## src/sv/glr_pkg.sv

```systemverilog
// Package for the gradient line rasterizer: default widths, queue depth,
// command kinds and the load sequencer states. No dependencies.
`timescale 1ns / 1ps

package glr_pkg;

  localparam int COORD_BITS_DEF   = 11;
  localparam int CHANNEL_BITS_DEF = 8;
  localparam int NUM_CHANNELS     = 3;
  localparam int QUEUE_DEPTH      = 2;

  typedef enum logic {
    CMD_LOAD = 1'b0,
    CMD_STEP = 1'b1
  } cmd_kind_t;

  typedef enum logic [2:0] {
    FR_IDLE,
    FR_ABS,
    FR_ORIENT,
    FR_DIV_START,
    FR_DIV_WAIT,
    FR_PUSH
  } front_state_t;

endpackage

```

## src/sv/glr_div.sv

```systemverilog
// Restoring divider, one quotient bit per cycle, all colour channels in parallel.
// Depends on glr_pkg for the channel count.
`timescale 1ns / 1ps

module glr_div import glr_pkg::*; #(
  parameter int DIVIDEND_BITS = CHANNEL_BITS_DEF,
  parameter int DIVISOR_BITS  = COORD_BITS_DEF
) (
  input  logic                                           clk,
  input  logic                                           rst,
  input  logic                                           start,
  input  logic [NUM_CHANNELS-1:0][DIVIDEND_BITS-1:0]     dividend,
  input  logic [DIVISOR_BITS-1:0]                        divisor,
  output logic                                           busy,
  output logic [NUM_CHANNELS-1:0][DIVIDEND_BITS-1:0]     quot,
  output logic [NUM_CHANNELS-1:0][DIVISOR_BITS-1:0]      rem
);

  localparam int CNT_BITS = $clog2(DIVIDEND_BITS + 1);

  logic [CNT_BITS-1:0]                               count;
  logic [DIVISOR_BITS-1:0]                           dvs;
  logic [NUM_CHANNELS-1:0][DIVIDEND_BITS-1:0]        work;
  logic [NUM_CHANNELS-1:0][DIVISOR_BITS-1:0]         part;
  logic [NUM_CHANNELS-1:0][DIVIDEND_BITS-1:0]        work_next;
  logic [NUM_CHANNELS-1:0][DIVISOR_BITS-1:0]         part_next;

  always_comb begin
    logic [DIVISOR_BITS:0] trial;
    logic                  ge;
    for (int c = 0; c < NUM_CHANNELS; c++) begin
      trial = {part[c], work[c][DIVIDEND_BITS-1]};
      ge    = trial >= {1'b0, dvs};
      part_next[c] = ge ? DIVISOR_BITS'(trial - {1'b0, dvs}) : trial[DIVISOR_BITS-1:0];
      work_next[c] = {work[c][DIVIDEND_BITS-2:0], ge};
    end
  end

  always_ff @(posedge clk) begin
    if (rst) begin
      busy  <= 1'b0;
      count <= '0;
    end else if (start) begin
      busy  <= 1'b1;
      count <= CNT_BITS'(DIVIDEND_BITS);
    end else if (busy) begin
      count <= count - 1'b1;
      if (count == CNT_BITS'(1)) begin
        busy <= 1'b0;
      end
    end
  end

  always_ff @(posedge clk) begin
    if (start) begin
      work <= dividend;
      part <= '0;
      dvs  <= divisor;
    end else if (busy) begin
      work <= work_next;
      part <= part_next;
    end
  end

  assign quot = work;
  assign rem  = part;

endmodule

```

## src/sv/glr_front.sv

```systemverilog
// Front end: accepts beats, sends steps straight on and prepares loads
// (orientation, deltas, colour steps). Depends on glr_pkg and glr_div.
`timescale 1ns / 1ps

module glr_front import glr_pkg::*; #(
  parameter int  COORD_BITS   = COORD_BITS_DEF,
  parameter int  CHANNEL_BITS = CHANNEL_BITS_DEF,
  parameter type cmd_t        = logic
) (
  input  logic                    clk,
  input  logic                    rst,
  input  logic                    push,
  output logic                    full,
  input  logic                    action,
  input  logic [COORD_BITS-1:0]   x_a,
  input  logic [COORD_BITS-1:0]   y_a,
  input  logic [COORD_BITS-1:0]   x_b,
  input  logic [COORD_BITS-1:0]   y_b,
  input  logic [CHANNEL_BITS-1:0] red_a,
  input  logic [CHANNEL_BITS-1:0] green_a,
  input  logic [CHANNEL_BITS-1:0] blue_a,
  input  logic [CHANNEL_BITS-1:0] red_b,
  input  logic [CHANNEL_BITS-1:0] green_b,
  input  logic [CHANNEL_BITS-1:0] blue_b,
  output logic                    q_push,
  output cmd_t                    q_data,
  input  logic                    q_full
);

  front_state_t state, state_next;

  logic [COORD_BITS-1:0] xa, ya, xb, yb;
  logic [COORD_BITS-1:0] ax, ay;
  logic [NUM_CHANNELS-1:0][CHANNEL_BITS-1:0] ca, cb, acd;
  logic [NUM_CHANNELS-1:0] cneg;
  cmd_t ld;

  logic accept;
  logic div_start, div_busy;
  logic [NUM_CHANNELS-1:0][CHANNEL_BITS-1:0] div_quot;
  logic [NUM_CHANNELS-1:0][COORD_BITS-1:0]   div_rem;

  logic                  steep, a_first;
  logic [COORD_BITS-1:0] maj_a, maj_b, min_a, min_b, dmaj, dmin;

  assign full      = (state != FR_IDLE) || q_full;
  assign accept    = push && !full;
  assign div_start = (state == FR_DIV_START);

  always_comb begin
    state_next = state;
    unique case (state)
      FR_IDLE: begin
        if (accept && cmd_kind_t'(action) == CMD_LOAD) begin
          state_next = FR_ABS;
        end
      end
      FR_ABS:       state_next = FR_ORIENT;
      FR_ORIENT:    state_next = FR_DIV_START;
      FR_DIV_START: state_next = FR_DIV_WAIT;
      FR_DIV_WAIT: begin
        if (!div_busy) begin
          state_next = FR_PUSH;
        end
      end
      FR_PUSH: begin
        if (!q_full) begin
          state_next = FR_IDLE;
        end
      end
      default: state_next = FR_IDLE;
    endcase
  end

  always_ff @(posedge clk) begin
    if (rst) begin
      state <= FR_IDLE;
    end else begin
      state <= state_next;
    end
  end

  always_comb begin
    q_push = (accept && cmd_kind_t'(action) == CMD_STEP) || (state == FR_PUSH && !q_full);
    q_data      = ld;
    q_data.quot = div_quot;
    q_data.rem  = div_rem;
    if (state != FR_PUSH) begin
      q_data.kind = CMD_STEP;
    end
  end

  always_comb begin
    steep   = ay > ax;
    maj_a   = steep ? ya : xa;
    maj_b   = steep ? yb : xb;
    min_a   = steep ? xa : ya;
    min_b   = steep ? xb : yb;
    dmaj    = steep ? ay : ax;
    dmin    = steep ? ax : ay;
    a_first = maj_a <= maj_b;
  end

  always_ff @(posedge clk) begin
    if (state == FR_IDLE && accept && cmd_kind_t'(action) == CMD_LOAD) begin
      xa <= x_a;
      ya <= y_a;
      xb <= x_b;
      yb <= y_b;
      ca <= {blue_a, green_a, red_a};
      cb <= {blue_b, green_b, red_b};
    end
    if (state == FR_ABS) begin
      ax <= (xb > xa) ? xb - xa : xa - xb;
      ay <= (yb > ya) ? yb - ya : ya - yb;
      for (int c = 0; c < NUM_CHANNELS; c++) begin
        cneg[c] <= cb[c] < ca[c];
        acd[c]  <= (cb[c] < ca[c]) ? ca[c] - cb[c] : cb[c] - ca[c];
      end
    end
    if (state == FR_ORIENT) begin
      ld.kind        <= CMD_LOAD;
      ld.steep       <= steep;
      ld.major_start <= a_first ? maj_a : maj_b;
      ld.major_end   <= a_first ? maj_b : maj_a;
      ld.minor_start <= a_first ? min_a : min_b;
      ld.minor_desc  <= a_first ? (min_b < min_a) : (min_a < min_b);
      ld.length      <= dmaj;
      ld.decision    <= $signed({2'b00, dmin, 1'b0}) - $signed({3'b000, dmaj});
      ld.minor_twice <= {1'b0, dmin, 1'b0};
      ld.diff_twice  <= $signed({2'b00, dmin, 1'b0}) - $signed({2'b00, dmaj, 1'b0});
      for (int c = 0; c < NUM_CHANNELS; c++) begin
        ld.colour[c]     <= a_first ? ca[c] : cb[c];
        ld.colour_neg[c] <= cneg[c] ^ !a_first;
      end
      ld.quot <= '0;
      ld.rem  <= '0;
    end
  end

  glr_div #(
    .DIVIDEND_BITS(CHANNEL_BITS),
    .DIVISOR_BITS (COORD_BITS)
  ) u_div (
    .clk     (clk),
    .rst     (rst),
    .start   (div_start),
    .dividend(acd),
    .divisor (ld.length),
    .busy    (div_busy),
    .quot    (div_quot),
    .rem     (div_rem)
  );

endmodule

```

## src/sv/glr_queue.sv

```systemverilog
// Small FIFO of commands between the front end and the walker.
// Depends on glr_pkg for the default depth.
`timescale 1ns / 1ps

module glr_queue import glr_pkg::*; #(
  parameter int  DEPTH = QUEUE_DEPTH,
  parameter type cmd_t = logic
) (
  input  logic clk,
  input  logic rst,
  input  logic push,
  input  cmd_t din,
  output logic full,
  input  logic pop,
  output cmd_t dout,
  output logic empty
);

  localparam int PTR_BITS = (DEPTH > 1) ? $clog2(DEPTH) : 1;
  localparam int CNT_BITS = $clog2(DEPTH + 1);

  cmd_t                entries [DEPTH];
  logic [PTR_BITS-1:0] rd_ptr, wr_ptr;
  logic [CNT_BITS-1:0] count;
  logic                do_push, do_pop;

  assign full    = count == CNT_BITS'(DEPTH);
  assign empty   = count == '0;
  assign do_push = push && !full;
  assign do_pop  = pop && !empty;
  assign dout    = entries[rd_ptr];

  always_ff @(posedge clk) begin
    if (rst) begin
      rd_ptr <= '0;
      wr_ptr <= '0;
      count  <= '0;
    end else begin
      if (do_push) begin
        wr_ptr <= (wr_ptr == PTR_BITS'(DEPTH - 1)) ? '0 : wr_ptr + 1'b1;
      end
      if (do_pop) begin
        rd_ptr <= (rd_ptr == PTR_BITS'(DEPTH - 1)) ? '0 : rd_ptr + 1'b1;
      end
      if (do_push && !do_pop) begin
        count <= count + 1'b1;
      end else if (do_pop && !do_push) begin
        count <= count - 1'b1;
      end
    end
  end

  always_ff @(posedge clk) begin
    if (do_push) begin
      entries[wr_ptr] <= din;
    end
  end

endmodule

```

## src/sv/glr_back.sv

```systemverilog
// Walker: Bresenham step and incremental colour quotients, one pixel per step
// command of an active line, into an output register. Depends on glr_pkg.
`timescale 1ns / 1ps

module glr_back import glr_pkg::*; #(
  parameter int  COORD_BITS   = COORD_BITS_DEF,
  parameter int  CHANNEL_BITS = CHANNEL_BITS_DEF,
  parameter type cmd_t        = logic
) (
  input  logic                    clk,
  input  logic                    rst,
  input  cmd_t                    q_data,
  input  logic                    q_empty,
  output logic                    q_pop,
  output logic                    empty,
  input  logic                    pop,
  output logic [COORD_BITS-1:0]   pixel_x,
  output logic [COORD_BITS-1:0]   pixel_y,
  output logic [CHANNEL_BITS-1:0] red,
  output logic [CHANNEL_BITS-1:0] green,
  output logic [CHANNEL_BITS-1:0] blue,
  output logic                    last_pixel
);

  localparam int DW = COORD_BITS + 3;

  logic                         active, steep, desc;
  logic [COORD_BITS-1:0]        major_pos, major_end, minor_pos, length;
  logic signed [DW-1:0]         decision, diff_twice;
  logic [COORD_BITS+1:0]        minor_twice;
  logic [NUM_CHANNELS-1:0][CHANNEL_BITS-1:0] base, qstep, acc_q, colour_now, q_next;
  logic [NUM_CHANNELS-1:0][COORD_BITS-1:0]   rstep, acc_r, r_next;
  logic [NUM_CHANNELS-1:0]      neg;
  logic                         out_valid, last, take;

  assign empty = !out_valid;
  assign last  = major_pos == major_end;
  assign take  = !q_empty && (!out_valid || pop);
  assign q_pop = take;

  always_comb begin
    logic [COORD_BITS:0] r_sum;
    logic                wrap;
    for (int c = 0; c < NUM_CHANNELS; c++) begin
      colour_now[c] = neg[c] ? base[c] - acc_q[c] : base[c] + acc_q[c];
      r_sum         = {1'b0, acc_r[c]} + {1'b0, rstep[c]};
      wrap          = r_sum >= {1'b0, length};
      r_next[c]     = wrap ? COORD_BITS'(r_sum - {1'b0, length}) : r_sum[COORD_BITS-1:0];
      q_next[c]     = acc_q[c] + qstep[c] + CHANNEL_BITS'(wrap);
    end
  end

  always_ff @(posedge clk) begin
    if (rst) begin
      active    <= 1'b0;
      out_valid <= 1'b0;
    end else begin
      if (take && q_data.kind == CMD_STEP && active) begin
        out_valid <= 1'b1;
      end else if (pop) begin
        out_valid <= 1'b0;
      end
      if (take) begin
        if (q_data.kind == CMD_LOAD) begin
          active <= 1'b1;
        end else if (active && last) begin
          active <= 1'b0;
        end
      end
    end
  end

  always_ff @(posedge clk) begin
    if (take) begin
      if (q_data.kind == CMD_LOAD) begin
        steep       <= q_data.steep;
        desc        <= q_data.minor_desc;
        major_pos   <= q_data.major_start;
        major_end   <= q_data.major_end;
        minor_pos   <= q_data.minor_start;
        length      <= q_data.length;
        decision    <= q_data.decision;
        minor_twice <= q_data.minor_twice;
        diff_twice  <= q_data.diff_twice;
        base        <= q_data.colour;
        neg         <= q_data.colour_neg;
        qstep       <= q_data.quot;
        rstep       <= q_data.rem;
        acc_q       <= '0;
        acc_r       <= '0;
      end else if (active) begin
        pixel_x    <= steep ? minor_pos : major_pos;
        pixel_y    <= steep ? major_pos : minor_pos;
        red        <= colour_now[0];
        green      <= colour_now[1];
        blue       <= colour_now[2];
        last_pixel <= last;
        if (!last) begin
          major_pos <= major_pos + 1'b1;
          acc_q     <= q_next;
          acc_r     <= r_next;
          if (decision < 0) begin
            decision <= decision + $signed({1'b0, minor_twice});
          end else begin
            minor_pos <= desc ? minor_pos - 1'b1 : minor_pos + 1'b1;
            decision  <= decision + diff_twice;
          end
        end
      end
    end
  end

endmodule

```

## src/sv/gradient_line_rasterizer.sv

```systemverilog
// Gradient line rasterizer top level: front end, command queue, walker.
// Step beats pass the queue into the output register, one per cycle while full is low.
// A load beat holds full high while the front end runs the divider and pushes the load.
// Synchronous active-high rst empties the queue and output, and leaves no line armed.
// Depends on glr_pkg, glr_front, glr_queue and glr_back.
`timescale 1ns / 1ps

module gradient_line_rasterizer import glr_pkg::*; #(
  parameter int COORD_BITS   = COORD_BITS_DEF,
  parameter int CHANNEL_BITS = CHANNEL_BITS_DEF
) (
  input  logic                    clk,
  input  logic                    rst,
  input  logic                    push,
  output logic                    full,
  input  logic                    action,
  input  logic [COORD_BITS-1:0]   x_a,
  input  logic [COORD_BITS-1:0]   y_a,
  input  logic [COORD_BITS-1:0]   x_b,
  input  logic [COORD_BITS-1:0]   y_b,
  input  logic [CHANNEL_BITS-1:0] red_a,
  input  logic [CHANNEL_BITS-1:0] green_a,
  input  logic [CHANNEL_BITS-1:0] blue_a,
  input  logic [CHANNEL_BITS-1:0] red_b,
  input  logic [CHANNEL_BITS-1:0] green_b,
  input  logic [CHANNEL_BITS-1:0] blue_b,
  output logic                    empty,
  input  logic                    pop,
  output logic [COORD_BITS-1:0]   pixel_x,
  output logic [COORD_BITS-1:0]   pixel_y,
  output logic [CHANNEL_BITS-1:0] red,
  output logic [CHANNEL_BITS-1:0] green,
  output logic [CHANNEL_BITS-1:0] blue,
  output logic                    last_pixel
);

  localparam int DW = COORD_BITS + 3;

  typedef struct packed {
    cmd_kind_t                                 kind;
    logic                                      steep;
    logic                                      minor_desc;
    logic [COORD_BITS-1:0]                     major_start;
    logic [COORD_BITS-1:0]                     major_end;
    logic [COORD_BITS-1:0]                     minor_start;
    logic [COORD_BITS-1:0]                     length;
    logic signed [DW-1:0]                      decision;
    logic [COORD_BITS+1:0]                     minor_twice;
    logic signed [DW-1:0]                      diff_twice;
    logic [NUM_CHANNELS-1:0][CHANNEL_BITS-1:0] colour;
    logic [NUM_CHANNELS-1:0]                   colour_neg;
    logic [NUM_CHANNELS-1:0][CHANNEL_BITS-1:0] quot;
    logic [NUM_CHANNELS-1:0][COORD_BITS-1:0]   rem;
  } glr_cmd_t;

  logic     q_push, q_full, q_pop, q_empty;
  glr_cmd_t q_in, q_out;

  glr_front #(
    .COORD_BITS  (COORD_BITS),
    .CHANNEL_BITS(CHANNEL_BITS),
    .cmd_t       (glr_cmd_t)
  ) u_front (
    .clk    (clk),
    .rst    (rst),
    .push   (push),
    .full   (full),
    .action (action),
    .x_a    (x_a),
    .y_a    (y_a),
    .x_b    (x_b),
    .y_b    (y_b),
    .red_a  (red_a),
    .green_a(green_a),
    .blue_a (blue_a),
    .red_b  (red_b),
    .green_b(green_b),
    .blue_b (blue_b),
    .q_push (q_push),
    .q_data (q_in),
    .q_full (q_full)
  );

  glr_queue #(
    .DEPTH(QUEUE_DEPTH),
    .cmd_t(glr_cmd_t)
  ) u_queue (
    .clk  (clk),
    .rst  (rst),
    .push (q_push),
    .din  (q_in),
    .full (q_full),
    .pop  (q_pop),
    .dout (q_out),
    .empty(q_empty)
  );

  glr_back #(
    .COORD_BITS  (COORD_BITS),
    .CHANNEL_BITS(CHANNEL_BITS),
    .cmd_t       (glr_cmd_t)
  ) u_back (
    .clk       (clk),
    .rst       (rst),
    .q_data    (q_out),
    .q_empty   (q_empty),
    .q_pop     (q_pop),
    .empty     (empty),
    .pop       (pop),
    .pixel_x   (pixel_x),
    .pixel_y   (pixel_y),
    .red       (red),
    .green     (green),
    .blue      (blue),
    .last_pixel(last_pixel)
  );

`ifndef SYNTHESIS
  a_reset_empty: assert property (@(posedge clk) rst |=> empty)
    else $error("result side not empty after reset");

  a_load_blocks: assert property (@(posedge clk) disable iff (rst)
    (push && !full && !action) |=> full)
    else $error("front end took a beat while preparing a load");

  a_queue_push: assert property (@(posedge clk) disable iff (rst)
    q_push |-> !q_full)
    else $error("command pushed into a full queue");

  a_pop_needs_cmd: assert property (@(posedge clk) disable iff (rst)
    q_pop |-> !q_empty)
    else $error("walker popped an empty queue");
`endif

endmodule

```

## config.mk

```make
export PLATFORM = sky130hd
export DESIGN_NAME = gradient_line_rasterizer
export DESIGN_NICKNAME = d
export VERILOG_FILES = /design/src/sv/glr_pkg.sv /design/src/sv/glr_div.sv /design/src/sv/glr_front.sv /design/src/sv/glr_queue.sv /design/src/sv/glr_back.sv /design/src/sv/gradient_line_rasterizer.sv
export SDC_FILE = /design/constraint.sdc
export NUM_CORES = 2
export LEC_CHECK = 0
export ABC_AREA = 0
export ABC_CLOCK_PERIOD_IN_PS = 16600
export BUFFER_PORTS_ARGS = -buffer_cell sky130_fd_sc_hd__buf_2
export CAP_MARGIN = 5
export CORE_MARGIN = 2
export CORE_UTILIZATION = 50
export CTS_BUF_LIST = sky130_fd_sc_hd__clkbuf_4 sky130_fd_sc_hd__clkbuf_8
export DETAILED_ROUTE_END_ITERATION = 16
export GPL_TIMING_DRIVEN = 0
export PLACE_DENSITY = 0.65
export RECOVER_POWER = 100
export SLEW_MARGIN = 10
export SYNTH_ARGS = -nofsm -noshare
export SYNTH_HDL_FRONTEND = slang
export SYNTH_HIERARCHICAL = 1
export SYNTH_SLANG_ARGS = --single-unit
```

## constraint.sdc

```tcl
create_clock -name clk -period 16.6 [get_ports clk]
set_input_delay 0 -clock clk [delete_from_list [all_inputs] [get_ports clk]]
set_output_delay 0 -clock clk [all_outputs]
set_load 0.01 [all_outputs]
```

==> flow_summary.json <==
{
  "hold_violations": 0,
  "clock-sinks": 951,
  "grt_pass1_wl_um": 177000,
  "cts_tree": "built",
  "ctsHtreeMaxLevel": 4,
  "clk_path_buf_depth": 3,
  "synth_cells": 3762,
  "fin_skew_ns": 0.0472,
  "clk_latency_ns": 0.82,
  "async_reset_ff_share_pct": 0,
  "drv_slew": 626,
  "grt_overflow_total": 0,
  "synth-edff-count": 903,
  "clk_pin_slew_ns": 0.06,
  "cpPeakStageDelay_ns": 3.49,
  "setup_tns_ns": 0,
  "max_freq_mhz": 114,
  "synth_cell_types": 94,
  "crit_top_cell": "clkbuf_1",
  "run_status": "complete, but fails checks",
  "synth_area_per_cell_um2": 13.0,
  "core-area_um2": 96700,
  "pwr_density_cell_nw_per_um2": 144,
  "gp_congestion": 0.903,
  "timing.hold.worst.class": "in2reg",
  "antenna_found_initial": 7,
  "ys_ff_latch": 951,
  "cp_max_fo": 91,
  "die_y_um": 316,
  "num_rows": 114,
  "register_area_um2": 28100,
  "relSlewSlack_pct": -215,
  "timing.critical_path.cells": "clkbuf_1, nor2_1, nand3_1, dlygate4sd3_1, a21boi_0, inv_1, or3_1, clkinvlp_2, clkbuf_1",
  "wl_per_cell_um": 20.3,
  "period_share_pct": 52.9,
  "cts_root_buf": "clkbuf_8",
  "dieArea_um2": 100000,
  "fp.dieW_um": 316,
  "grt_pass1_vias": 30900,
  "postCtsSetupBuffers": 0,
  "required_ns": 16.88,
  "port-buffer-count": 145,
  "cts-buffers-inserted": 153,
  "cp_data_arrival_time_ns": 9.06,
  "first_pass_iters": 6,
  "start_util_pct": 50.5,
  "hpwl_um": 81900,
  "setup.worst_path.class": "reg2reg",
  "crit_slowest_cell": "clkbuf_1",
  "drt_iter0_drc": 2411,
  "min_period_ns": 8.78,
  "drc": 0,
  "synth-main-ff-cell": "edfxtp_1",
  "max-cap-violations": 14,
  "yosysTopAreaCell": "edfxtp_1",
  "synth_common_cells": "edfxtp_1, ha_1, inv_1",
  "areaGrowthSynthToFinish_pct": 14.3,
  "post-place-ws_ns": 9.47,
  "vdd_ir_drop_max_uv": 94.4,
  "fin_ws_ns": 7.82,
  "cp-end-kind": "flop",
  "vias_per_cell": 5.53,
  "startpoint_type": "flop",
  "synth.cell_area_um2": 48800,
  "layout-drive-gt1-share_pct": 13.2,
  "leakage_nw": 21.2,
  "rsz0062_at_grt": "no",
  "grt_max_degree": 92,
  "fillers": 7940,
  "synth.top_cell.area_share_pct": 55.6,
  "synth_most_common_cell": "edfxtp_1",
  "setup-violations-final": 0,
  "multi_input_area_um2": 18800,
  "yosysWarnings": 6,
  "yosysSeqAreaShare_pct": 57.5,
  "wirelength_um": 116000,
  "total_power_mw": 8.04,
  "io_pins": 146,
  "grt_usage_pct": 23.1,
  "violations": "max-capacitance violations, max-slew violations",
  "synthTopCellsByArea": "edfxtp_1, ha_1, mux2_2",
  "ant_nets": 0,
  "worstMarginPinSlew_ns": 4.73,
  "fin_nets": 4706,
  "vias": 31400,
  "whs_ns": 0.132
}
[kinds of logic after synthesis]
group / synth area share, %
adders and majority gates: 8.91
buffers and inverters: 3.36
DFF: 57.5
and+or+nand+nor: 7.70
other: 0.00768
muxes: 8.36
xor gates and xnor gates: 3.55
AOI/OAI and AO/OA: 10.6
[state kept, by name (all words and copies together) (netlist names), 33 cells and up, named ones only]
name / flops
u_front/u_div/rem: 33
u_back/acc_r: 33
u_queue/entries: 344
u_front/q_data: 108
u_back/rstep: 33
[repair_timing]
item                      in CTS  in global routing
hold endpoints to repair     153                  0
hold buffers                 189                  0
resized for setup              0                  0
[final cells by class]
class | count | share of cell area (%)
repair buffers | 361 | 4.75
flip-flops and latches | 951 | 50.3
clock inverters | 76 | 1.10
multi-input cells | 2415 | 33.7
diodes | 1 | 0.00448
inverters | 270 | 1.82
clock buffers | 205 | 4.47
plain buffers | 128 | 0.946
well taps | 1276 | 2.86
[power by group]
part / total, mW / internal (mW) / switching, mW
Clock: 2.05 / 1.10 / 0.948
Sequential: 3.41 / 3.22 / 0.195
Combinational: 2.57 / 1.00 / 1.57
Total: 8.04 / 5.32 / 2.71
[per-layer routing]
layer / vias to the layer above / wire (µm) / global-route usage (%)
met5: - / 26 / 0
met3: 200 / 6580 / 4.06
met4: 4 / 3340 / 7.86
met1: 15200 / 52900 / 32.8
li1: 15100 / - / -
met2: 870 / 52800 / 36.1
[cells in the final DEF (no fill, tap or decap), drive strengths merged, types with 20 or more instances in the layout]
cell	n
xor2	68
and3	25
nand3	74
nor2	227
nand2b	46
clkinv	50
a311oi	29
or3	20
ha	298
dfxtp	48
nor3	56
a21oi	265
dlygate4sd3	189
o21ai	157
o21bai	20
mux2i	93
fa	31
edfxtp	903
nor2b	58
nand2	130
a21o	73
o21a	38
a31oi	23
a211oi	34
clkbuf	403
mux2	253
xnor2	130
buf	102
inv	280
[critical path: cells and delay by family, from the launching register on]
family / cells / cell delay (ns)
AO/OA/AOI/OAI: 1 / 0.16
flip-flops: 1 / 0.30
buffers and inverters: 5 / 6.85
AND/OR/NAND/NOR: 3 / 0.79
[stage by stage]
step,util [%],cells,instance area (µm²)
finish,57.7,5683,55800
global route,57.7,5683,55800
CTS,58.5,5682,56600
detailed placement,53.4,5212,51600
global placement,52.9,5185,51100
floorplan,-,3764,48800
[worst paths after layout]
check / depth (start not counted) / to / slack (ns) / from
worst max-delay path: 9 / u_queue/entries[0][130]$_DFFE_PP_ / 7.82 / u_front/state[0]$_SDFFE_PP0P_
worst min-delay path: 4 / u_back/out_valid$_SDFFE_PP0P_ / 0.13 / pop
worst max register to register: 9 / u_queue/entries[0][130]$_DFFE_PP_ / 7.82 / u_front/state[0]$_SDFFE_PP0P_
worst min register to register: 0 / u_queue/entries[0][63]$_DFFE_PP_ / 0.43 / u_front/q_data[63]$_DFFE_PN_
Power figures use the tool's default switching activity.
